[config.mk]
export PLATFORM = sky130hd
export DESIGN_NAME = three_class_priority_queue
export DESIGN_NICKNAME = d
export VERILOG_FILES = /design/src/rtl/tcpq_pkg.sv /design/src/rtl/tcpq_cell.sv /design/src/rtl/three_class_priority_queue.sv
export SDC_FILE = /design/constraint.sdc
export NUM_CORES = 2
export LEC_CHECK = 0
export ABC_AREA = 1
export BUFFER_PORTS_ARGS = -buffer_cell sky130_fd_sc_hd__buf_2
export CAP_MARGIN = 20
export CORE_UTILIZATION = 50
export CTS_CLUSTER_SIZE = 10
export DETAILED_ROUTE_END_ITERATION = 10
export PLACE_DENSITY = 0.65
export RECOVER_POWER = 25
export SLEW_MARGIN = 0
export SYNTH_ARGS = -nofsm -noshare
export SYNTH_HDL_FRONTEND = slang
export SYNTH_SLANG_ARGS = --single-unit
[constraint.sdc]
create_clock -name clk -period 3.1 [get_ports clk]
set_input_delay 0 -clock clk [delete_from_list [all_inputs] [get_ports clk]]
set_output_delay 0 -clock clk [all_outputs]
set_load 0.005 [all_outputs]
[src/rtl/tcpq_pkg.sv]
// ----------------------------------------------------------------------------
// tcpq_pkg: shared types and codes of the three-class priority queue
// Request and response beat layouts, class, command and status codes, and
// the control word broadcast to every storage cell.
// ----------------------------------------------------------------------------
package tcpq_pkg;

	// field widths of the request and response beats
	localparam int ORDER_W = 16;
	localparam int CLASS_W = 2;
	localparam int STATUS_W = 2;

	// commands
	localparam logic CMD_ENQ = 1'b0;
	localparam logic CMD_DEQ = 1'b1;

	// classes, highest priority first
	localparam logic [CLASS_W-1:0] CLS_VIP    = 2'd0;
	localparam logic [CLASS_W-1:0] CLS_CLIENT = 2'd1;
	localparam logic [CLASS_W-1:0] CLS_NON    = 2'd2;

	// response status
	localparam logic [STATUS_W-1:0] ST_DONE  = 2'd0;
	localparam logic [STATUS_W-1:0] ST_EMPTY = 2'd1;
	localparam logic [STATUS_W-1:0] ST_FULL  = 2'd2;

	typedef struct packed {
		logic               command;
		logic [CLASS_W-1:0] entry_class;
		logic [ORDER_W-1:0] order_value;
	} req_t;

	typedef struct packed {
		logic [STATUS_W-1:0] status;
		logic [CLASS_W-1:0]  out_class;
		logic [ORDER_W-1:0]  out_order;
		logic                out_valid;
	} rsp_t;

	// control word seen by every cell in the chain
	typedef struct packed {
		logic               enq;
		logic               deq;
		logic [CLASS_W-1:0] cls;
	} cell_ctl_t;

endpackage

[src/rtl/tcpq_cell.sv]
// ----------------------------------------------------------------------------
// tcpq_cell: one slot of the sorted entry chain
// Holds one entry (valid, class, order value). On insert it keeps its entry,
// takes the new one, or takes its left neighbor's; on remove it takes its
// right neighbor's entry.
// ----------------------------------------------------------------------------
module tcpq_cell
	import tcpq_pkg::*;
#(
	parameter int KW = 16
) (
	input  logic               clk,
	input  logic               arst_n,
	input  cell_ctl_t          ctl,
	input  logic [KW-1:0]      new_val,
	input  logic               prev_keep,
	input  logic               prev_valid,
	input  logic [CLASS_W-1:0] prev_cls,
	input  logic [KW-1:0]      prev_val,
	input  logic               next_valid,
	input  logic [CLASS_W-1:0] next_cls,
	input  logic [KW-1:0]      next_val,
	output logic               keep,
	output logic               valid,
	output logic [CLASS_W-1:0] cls,
	output logic [KW-1:0]      val
);

	logic               valid_q;
	logic [CLASS_W-1:0] cls_q;
	logic [KW-1:0]      val_q;

	// an entry of equal or higher priority stays ahead of the new one
	assign keep = valid_q && (cls_q <= ctl.cls);

	// valid flag
	always_ff @(posedge clk or negedge arst_n) begin
		if (!arst_n) begin
			valid_q <= 1'b0;
		end else if (ctl.deq) begin
			valid_q <= next_valid;
		end else if (ctl.enq && !keep) begin
			valid_q <= prev_keep ? 1'b1 : prev_valid;
		end
	end

	// payload
	always_ff @(posedge clk) begin
		if (ctl.deq) begin
			cls_q <= next_cls;
			val_q <= next_val;
		end else if (ctl.enq && !keep) begin
			if (prev_keep) begin
				cls_q <= ctl.cls;
				val_q <= new_val;
			end else begin
				cls_q <= prev_cls;
				val_q <= prev_val;
			end
		end
	end

	assign valid = valid_q;
	assign cls   = cls_q;
	assign val   = val_q;

endmodule

[src/rtl/three_class_priority_queue.sv]
// ----------------------------------------------------------------------------
// three_class_priority_queue: strict-priority queue, three classes
// Sorted chain of cells, fill counts per class, registered response.
// ----------------------------------------------------------------------------
// Each request beat yields exactly one response beat. Entries live in a chain
// of 3*CLASS_DEPTH cells kept sorted by class (VIP, client, non-client) and by
// arrival within a class, so the head cell always holds the next entry to
// leave. An enqueue shifts the cells behind its insert point one place back,
// a dequeue shifts the whole chain one place forward; both finish in the
// accepting cycle, so the block takes one request per cycle while it is not
// stalled, and the response is loaded into the response register at
// acceptance. The only wait is backpressure: a new request is taken while
// the response register is empty or being drained. Class code three is
// stored as non-client. Order values keep their low ORDER_WIDTH bits, at
// most ORDER_W. There is no clearing pass after reset.
module three_class_priority_queue
	import tcpq_pkg::*;
#(
	parameter int CLASS_DEPTH = 16,
	parameter int ORDER_WIDTH = 16
) (
	input  logic clk,
	input  logic arst_n,
	input  logic req_valid,
	output logic req_ready,
	input  req_t req,
	output logic rsp_valid,
	input  logic rsp_ready,
	output rsp_t rsp
);

	localparam int NCLS  = 3;
	localparam int NCELL = NCLS * CLASS_DEPTH;
	localparam int CNT_W = $clog2(CLASS_DEPTH + 1);
	localparam int KW    = (ORDER_WIDTH < ORDER_W) ? ORDER_WIDTH : ORDER_W;
	localparam logic [CNT_W-1:0] CNT_FULL = CNT_W'(CLASS_DEPTH);

	logic               take;
	logic [CLASS_W-1:0] cls_eff;
	logic [NCLS-1:0]    full_vec;
	logic               full;
	logic               empty;
	cell_ctl_t          ctl;
	logic [KW-1:0]      new_val;
	rsp_t               rsp_d;

	logic [CNT_W-1:0]   fill_q [NCLS];
	rsp_t               rsp_q;
	logic               rsp_valid_q;

	logic               cell_keep  [NCELL];
	logic               cell_valid [NCELL];
	logic [CLASS_W-1:0] cell_cls   [NCELL];
	logic [KW-1:0]      cell_val   [NCELL];

	// request handshake
	assign req_ready = !rsp_valid_q || rsp_ready;
	assign take      = req_valid && req_ready;

	// class mapping and full / empty flags
	assign cls_eff = (req.entry_class > CLS_NON) ? CLS_NON : req.entry_class;
	always_comb begin
		for (int k = 0; k < NCLS; k++) begin
			full_vec[k] = (fill_q[k] == CNT_FULL);
		end
	end
	assign full    = full_vec[cls_eff];
	assign empty   = !cell_valid[0];
	assign new_val = req.order_value[KW-1:0];

	// control word broadcast to the chain
	always_comb begin
		ctl.enq = take && (req.command == CMD_ENQ) && !full;
		ctl.deq = take && (req.command == CMD_DEQ) && !empty;
		ctl.cls = cls_eff;
	end

	// fill counts per class
	always_ff @(posedge clk or negedge arst_n) begin
		if (!arst_n) begin
			for (int k = 0; k < NCLS; k++) begin
				fill_q[k] <= '0;
			end
		end else begin
			for (int k = 0; k < NCLS; k++) begin
				if (ctl.enq && (cls_eff == CLASS_W'(k))) begin
					fill_q[k] <= fill_q[k] + CNT_W'(1);
				end else if (ctl.deq && (cell_cls[0] == CLASS_W'(k))) begin
					fill_q[k] <= fill_q[k] - CNT_W'(1);
				end
			end
		end
	end

	// chain of cells, head at index 0
	for (genvar i = 0; i < NCELL; i++) begin : g_cell
		logic               p_keep;
		logic               p_valid;
		logic [CLASS_W-1:0] p_cls;
		logic [KW-1:0]      p_val;
		logic               n_valid;
		logic [CLASS_W-1:0] n_cls;
		logic [KW-1:0]      n_val;

		if (i == 0) begin : g_first
			assign p_keep  = 1'b1;
			assign p_valid = 1'b0;
			assign p_cls   = CLS_VIP;
			assign p_val   = '0;
		end else begin : g_mid
			assign p_keep  = cell_keep[i-1];
			assign p_valid = cell_valid[i-1];
			assign p_cls   = cell_cls[i-1];
			assign p_val   = cell_val[i-1];
		end

		if (i == NCELL - 1) begin : g_last
			assign n_valid = 1'b0;
			assign n_cls   = CLS_VIP;
			assign n_val   = '0;
		end else begin : g_inner
			assign n_valid = cell_valid[i+1];
			assign n_cls   = cell_cls[i+1];
			assign n_val   = cell_val[i+1];
		end

		tcpq_cell #(
			.KW(KW)
		) u_cell (
			.clk        (clk),
			.arst_n     (arst_n),
			.ctl        (ctl),
			.new_val    (new_val),
			.prev_keep  (p_keep),
			.prev_valid (p_valid),
			.prev_cls   (p_cls),
			.prev_val   (p_val),
			.next_valid (n_valid),
			.next_cls   (n_cls),
			.next_val   (n_val),
			.keep       (cell_keep[i]),
			.valid      (cell_valid[i]),
			.cls        (cell_cls[i]),
			.val        (cell_val[i])
		);
	end

	// response word
	always_comb begin
		rsp_d.status    = ST_DONE;
		rsp_d.out_class = CLS_VIP;
		rsp_d.out_order = '0;
		rsp_d.out_valid = 1'b0;
		if (req.command == CMD_ENQ) begin
			if (full) begin
				rsp_d.status = ST_FULL;
			end
		end else if (empty) begin
			rsp_d.status = ST_EMPTY;
		end else begin
			rsp_d.out_class = cell_cls[0];
			rsp_d.out_order = ORDER_W'(cell_val[0]);
			rsp_d.out_valid = 1'b1;
		end
	end

	// response register
	always_ff @(posedge clk or negedge arst_n) begin
		if (!arst_n) begin
			rsp_valid_q <= 1'b0;
		end else if (take) begin
			rsp_valid_q <= 1'b1;
		end else if (rsp_ready) begin
			rsp_valid_q <= 1'b0;
		end
	end

	always_ff @(posedge clk) begin
		if (take) begin
			rsp_q <= rsp_d;
		end
	end

	assign rsp_valid = rsp_valid_q;
	assign rsp       = rsp_q;

endmodule

==> After elaboration in Yosys (flattened, before gate mapping) <==
Index checks and enable logic that the tools add are counted.
{ "classes": {"n_eq_ne": 7, "n_lt_le_gt_ge": 50, "add_sub_neg": 6, "n_bitwise": 1, "n_mux": 440, "n_reduce_logical": 213} }
{ "op_table": {"columns": ["operator", "n"], "rows": [
  ["2-to-1 mux 16 bit", 141],
  ["2-to-1 mux 2 bit", 144],
  ["2-to-1 mux 1 bit", 148],
  ["logical AND 1 bit", 107],
  ["nonzero test 2 bit", 52],
  ["<= comparator 2 bit", 48],
  ["zero test 1 bit", 50],
  ["2-to-1 mux 5 bit", 6],
  ["adder 5 x 1 -> 5 bit (second input constant)", 3],
  ["equality test 5 bit (second input constant)", 3],
  ["subtractor 5 x 1 -> 5 bit (second input constant)", 3],
  ["equality test 2 x 1 -> 1 bit (second input constant)", 2],
  ["equality test 2 bit (second input constant)", 2],
  ["zero test 2 bit", 2],
  ["less-than comparator 2 x 3 -> 1 bit (second input constant)", 1],
  ["binary-select mux 1 bit (select 2 bit)", 1],
  ["> comparator 2 bit (second input constant)", 1],
  ["AND reduction 2 bit", 1],
  ["logical OR 1 bit", 1],
  ["inverter 1 bit", 1]
]} }
{ "totals": {"output_inout_bits": 23, "in_bits": 23, "elab_cells": 869, "reg_bits": 949} }

==> Logic depth before layout (Yosys ltp) <==
{ "logic_depth": {"depth_word": 9, "mapped_depth": 17, "ltp_nobuf": 15} }

==> Cells and area by module <==
A second synthesis with hierarchy kept.
{ "unflattened": {"hier_cells": 5968, "area_unflattened_um2": 56022.5} }
{ "modules_own_cells": {"columns": ["mod", "seq_area_each_um2", "area_each_um2", "cells_per_inst", "n_inst"], "rows": [
  ["tcpq_cell", 565.5, 1126.1, 120, 48],
  ["three_class_priority_queue", 1031.0, 1970.6, 208, 1]
]} }

==> Least setup slack after synthesis <==
Ideal clock, no wire load.
{ "synth_path": {"kind": "in2reg", "startpoint": "input port req[17] (netlist bit)", "endpoint": "register g_cell[44].u_cell.cls_q[0] (enable)", "setup_ns": 0.398, "t_required_ns": 2.702, "stages": 11, "arrival_time_ns": 3.033, "slack_ns": -0.331, "n_path_buf": 2, "cell_sequence": "buf_6 > inv_4 > nand2_4 > clkbuf_1 > inv_1 > ha_1 > nand2_1 > o21ai_0 > nand2_1 > clkinv_1 > o21ai_1"} }
{ "synth_via": {"elab_chain_cells": 8, "elab_cells_between_ends": 11, "classes_between": "order compare: 2; mux: 3; reduce/logical: 6"} }
{ "synth_lines": {"columns": ["element", "line", "source"], "rows": [
  ["start, declared", "three_class_priority_queue.sv:26", "input req_t req,"],
  ["> comparator 2 bit", "three_class_priority_queue.sv:61", "assign cls_eff = (req.entry_class > CLS_NON) ? CLS_NON : req.entry_class;"],
  ["2-to-1 mux 2 bit *", "three_class_priority_queue.sv:61", null],
  ["binary-select mux 1 bit (select 2 bit)", "three_class_priority_queue.sv:67", "assign full = full_vec[cls_eff];"],
  ["2-to-1 mux 1 bit (not written as such)", "three_class_priority_queue.sv:67", null],
  ["zero test 1 bit", "three_class_priority_queue.sv:73", "ctl.enq = take && (req.command == CMD_ENQ) && !full;"],
  ["logical AND 1 bit", "three_class_priority_queue.sv:73", null],
  ["logical AND 1 bit *", "tcpq_cell.sv:52", "end else if (ctl.enq && !keep) begin"],
  ["nonzero test 2 bit (no source line) *", null, null],
  ["end signal, assigned", "tcpq_cell.sv:50", "cls_q <= next_cls;"],
  ["end signal, assigned", "tcpq_cell.sv:54", "cls_q <= ctl.cls;"],
  ["end signal, assigned", "tcpq_cell.sv:57", "cls_q <= prev_cls;"],
  ["end, declared", "tcpq_cell.sv:30", "logic [CLASS_W-1:0] cls_q;"]
]} }
Every way passes the cells marked *; elsewhere a longest branch is shown, timed or not. The select of a mux whose other input is x is not followed.
A chain may end at the register's enable or synchronous reset.

==> Worst setup path in the final report <==
{ "layout_path": {"startpoint": "register g_cell[0].u_cell.valid_q", "endpoint": "register g_cell[38].u_cell.val_q[5] (data pin)"} }
{ "layout_via": {"elab_chain_cells": 2} }
{ "layout_lines": {"columns": ["element", "line", "source"], "rows": [
  ["start, declared", "tcpq_cell.sv:29", "logic valid_q;"],
  ["start signal, assigned", "tcpq_cell.sv:41", "valid_q <= next_valid;"],
  ["start signal, assigned", "tcpq_cell.sv:43", "valid_q <= prev_keep ? 1'b1 : prev_valid;"],
  ["logical AND 1 bit", "three_class_priority_queue.sv:74", "ctl.deq = take && (req.command == CMD_DEQ) && !empty;"],
  ["2-to-1 mux 16 bit", "tcpq_cell.sv:49", "if (ctl.deq) begin"],
  ["end signal, assigned", "tcpq_cell.sv:51", "val_q <= next_val;"],
  ["end signal, assigned", "tcpq_cell.sv:55", "val_q <= new_val;"],
  ["end signal, assigned", "tcpq_cell.sv:58", "val_q <= prev_val;"],
  ["end, declared", "tcpq_cell.sv:31", "logic [KW-1:0] val_q;"]
]} }
Every way passes these cells.

==> impl_metrics.yaml <==
yosys:
  synth_cell_types: 42
  ys_async_sr_fraction: 0.0674
  ys_seq_area_frac: 0.557
  synth_edf_count: 867
  ys.flop_type: "edfxtp_1"
  netlist_area_sq_mm: 0.0502
  yosys_register_bits: 949
  syn_avg_cell_area_sq_um: 8.81
  syn-instance-count: 5700
  yosysWarnings: 0
  syn_nets: 5833
worst_setup_path:
  ff2ff_path_depth: 6
  slowest_delay_ps: 560
  r2r-end: "g_cell[38].u_cell.val[5]$_DFFE_PP_"
  worstPathArrival_ps: 3160
  end_kind: "flop"
  startpoint_type: "flop"
  rr_startpoint: "g_cell[0].u_cell.valid$_DFFE_PN0P_"
  cpMaxStageDelayCell: "clkbuf_1"
  path_max_fanout: 112
  reg2reg_slack_ps: 360
  crit_chain: "nand2_2, inv_1, nand2_8, inv_16, clkbuf_1, a21oi_1"
  crit_type: "flop to flop"
  worstPathRequired_ps: 3520
power:
  swShare: 0.374
  power_density_mw_per_mm2: 926
  ir_drop_v: 0.000486
  switchingPower_uw: 19200
  power_frac_clock: 0.234
  pwr-share-comb: 0.346
  leakagePower_uw: 0.0221
  seqPwrFrac: 0.419
  internal_power_uw: 32100
layout:
  nets: 5761
  layout.cells.most_common: "nand2_1"
  layout_common_cells: "1,338 x nand2_1, 867 x edfxtp_1, 778 x o21ai_0"
  area.sequential_sq_mm: 0.0280
  fill_cells: 8818
  multi_input_comb_area_sq_mm: 0.0185
  area.growth.synth_to_final_pct: 10.4
  drive_above_1_share: 0.0712
global_routing:
  grt-ovfl-total: 0
  grt_max_degree: 125
  antenna_found_initial: 7
  grt_pass1_vias: 39200
  grt_first_pass_wirelength_um: 229000
  track_usage: 0.287
timing:
  finalCriticalPeriod_ps: 2740
  slew_violations: 58
  hold_slack_ps: 72.2
  tightest_slew_ps: 2040
  rsz0062_at_grt: "no"
  timing.final.hold_violations: 0
  clock.fmax_mhz: 365
  fin_skew_ps: 27.1
  period_share: 0.884
  setup_violations: 0
  max_slew_margin: -0.362
  fin_tns_setup_ps: 0
hold_path:
  hold_path_class: "primary input to flop"
  whs_path_depth: 4
  min_from: "req[1]"
  hold_end: "g_cell[17].u_cell.val[1]$_DFFE_PP_"
placed_design:
  dp_hpwl_um: 97300
  io_buffers: 45
  globalplace.congestion: 0.868
die:
  rows: 115
  ioPinCount: 46
  die_y_um: 319
  start_util: 0.508
  coreArea_sq_mm: 0.0990
  die_width_um: 319
  die_area_sq_mm: 0.102
cts:
  post_cts_buffers: 0
  cts_resized: 0
  clkSinkCount: 949
  ctsHoldBuffers: 8
  h-tree-depth: 3
  cts_inserted_buffers: 108
  clk_pin_slew_ps: 60
  cts_tree: "done"
  clkLatencyLatePin_ps: 710
  clockBufferDepth: 3
  root_buffer: "clkbuf_16"
routing:
  route.antenna.remaining_nets: 0
  detail_route.wl_per_cell_um: 21.1
  vias: 41400
  drtPass1Iterations: 6
  drt-total-wl_um: 148000
  drc: 0
  drtIter0Drc: 5361
  vias_per_cell: 5.91
run_status:
  status: "complete, but fails checks"
  violations: "max-capacitance violations, max-slew violations"
run:
  max-cap-violations: 1
-- cells in the mapped netlist (5+ instances only) --
library cell	number	share of area
dfrtp_1	64	0.032
nand2_1	1334	0.10
buf_6	7	0.0016
ha_1	107	0.027
or2_1	11	0.0014
a31oi_1	347	0.043
dfxtp_1	18	0.0072
or2_2	21	0.0026
o211ai_1	44	0.0066
clkbuf_1	295	0.022
nand2_2	7	0.00087
o21ai_1	17	0.0017
nor2_1	497	0.037
nand3_1	51	0.0051
inv_1	457	0.034
buf_4	10	0.0015
o21ai_0	775	0.077
edfxtp_1	867	0.52
a21oi_1	585	0.058
nand2_4	5	0.0011
buf_2	135	0.013
xor2_1	6	0.0010
-- power by group through the flow --
stage	registers [uW]	clock network, uW	logic, uW
5_1_grt	21900	12600	20200
6_report	21500	12000	17800
2_1_floorplan	20900	0	12800
3_3_place_gp	21600	0	17100
3_5_place_dp	21700	0	17700
4_1_cts	21500	12100	17800
-- kinds of logic after synthesis --
kind of cell | after synthesis | synth area share
multiplexers | 1 | 0.000199
adder cells (fa/ha/maj) | 110 | 0.0278
AND/OR/NAND/NOR | 1944 | 0.151
XOR/XNOR | 9 | 0.00172
flip-flops | 949 | 0.557
buffers and inverters | 911 | 0.0735
AO/OA/AOI/OAI | 1776 | 0.188
-- registers in the layout (all words and copies together), names as in the netlist --
signal,count
fill_q,15
g_cell.u_cell.valid,48
g_cell.u_cell.val,768
rsp_valid,1
rsp,21
g_cell.u_cell.cls,96
-- layer usage --
layer	GRT usage	vias to the layer above	part of all wire
li1	-	19500	-
met1	0.421	19800	0.43
met2	0.439	1898	0.44
met3	0.0428	262	0.093
met4	0.0893	0	0.029
met5	0	-	0
-- metrics by stage --
stage / area [sq um] / worst slack [ps] / utilization / power, uW / cells
3_5_place_dp: 52400 / 505 / 0.529 / 39400 / 6797
2_1_floorplan: 50300 / 12.6 / - / 33700 / 5700
6_report: 55400 / 360 / 0.560 / 51300 / 7004
5_1_grt: 55400 / 190 / 0.560 / 54600 / 7002
3_3_place_gp: 52400 / 534 / 0.529 / 38700 / 6796
4_1_cts: 55700 / 515 / 0.562 / 51400 / 7002
-- how the worst max path moves through the flow --
stage | start | cells past startpoint | slack, ps | to
after floorplan | req[17] | 11 | 10 | g_cell[44].u_cell.cls[0]$_DFFE_PP_
after global placement | fill_q[5]$_DFFE_PN0P_ | 9 | 530 | g_cell[28].u_cell.val[9]$_DFFE_PP_
after CTS | fill_q[5]$_DFFE_PN0P_ | 15 | 520 | fill_q[4]$_DFFE_PN0P_
after detailed placement | req[17] | 11 | 510 | g_cell[11].u_cell.val[5]$_DFFE_PP_
after global routing | fill_q[5]$_DFFE_PN0P_ | 15 | 190 | fill_q[9]$_DFFE_PN0P_
final | g_cell[0].u_cell.valid$_DFFE_PN0P_ | 6 | 360 | g_cell[38].u_cell.val[5]$_DFFE_PP_
-- area by class of cell --
cell class / instances / area share
Clock buffer: 185 / 0.0545
Multi-Input combinational cell: 3840 / 0.334
Timing Repair Buffer: 267 / 0.0423
Inverter: 462 / 0.0316
Sequential cell: 949 / 0.505
Tap cell: 1287 / 0.0290
Clock inverter: 12 / 0.00320
Antenna cell: 2 / 0.0000903
-- critical path, delay by kind of cell, from the launching register on --
kind / cells / cell delay, ps
buffers and inverters: 3 / 1290
flip-flops: 1 / 410
AO/OA/AOI/OAI: 1 / 170
AND/OR/NAND/NOR: 2 / 490
No activity file was read; power rests on OpenSTA's default activity.
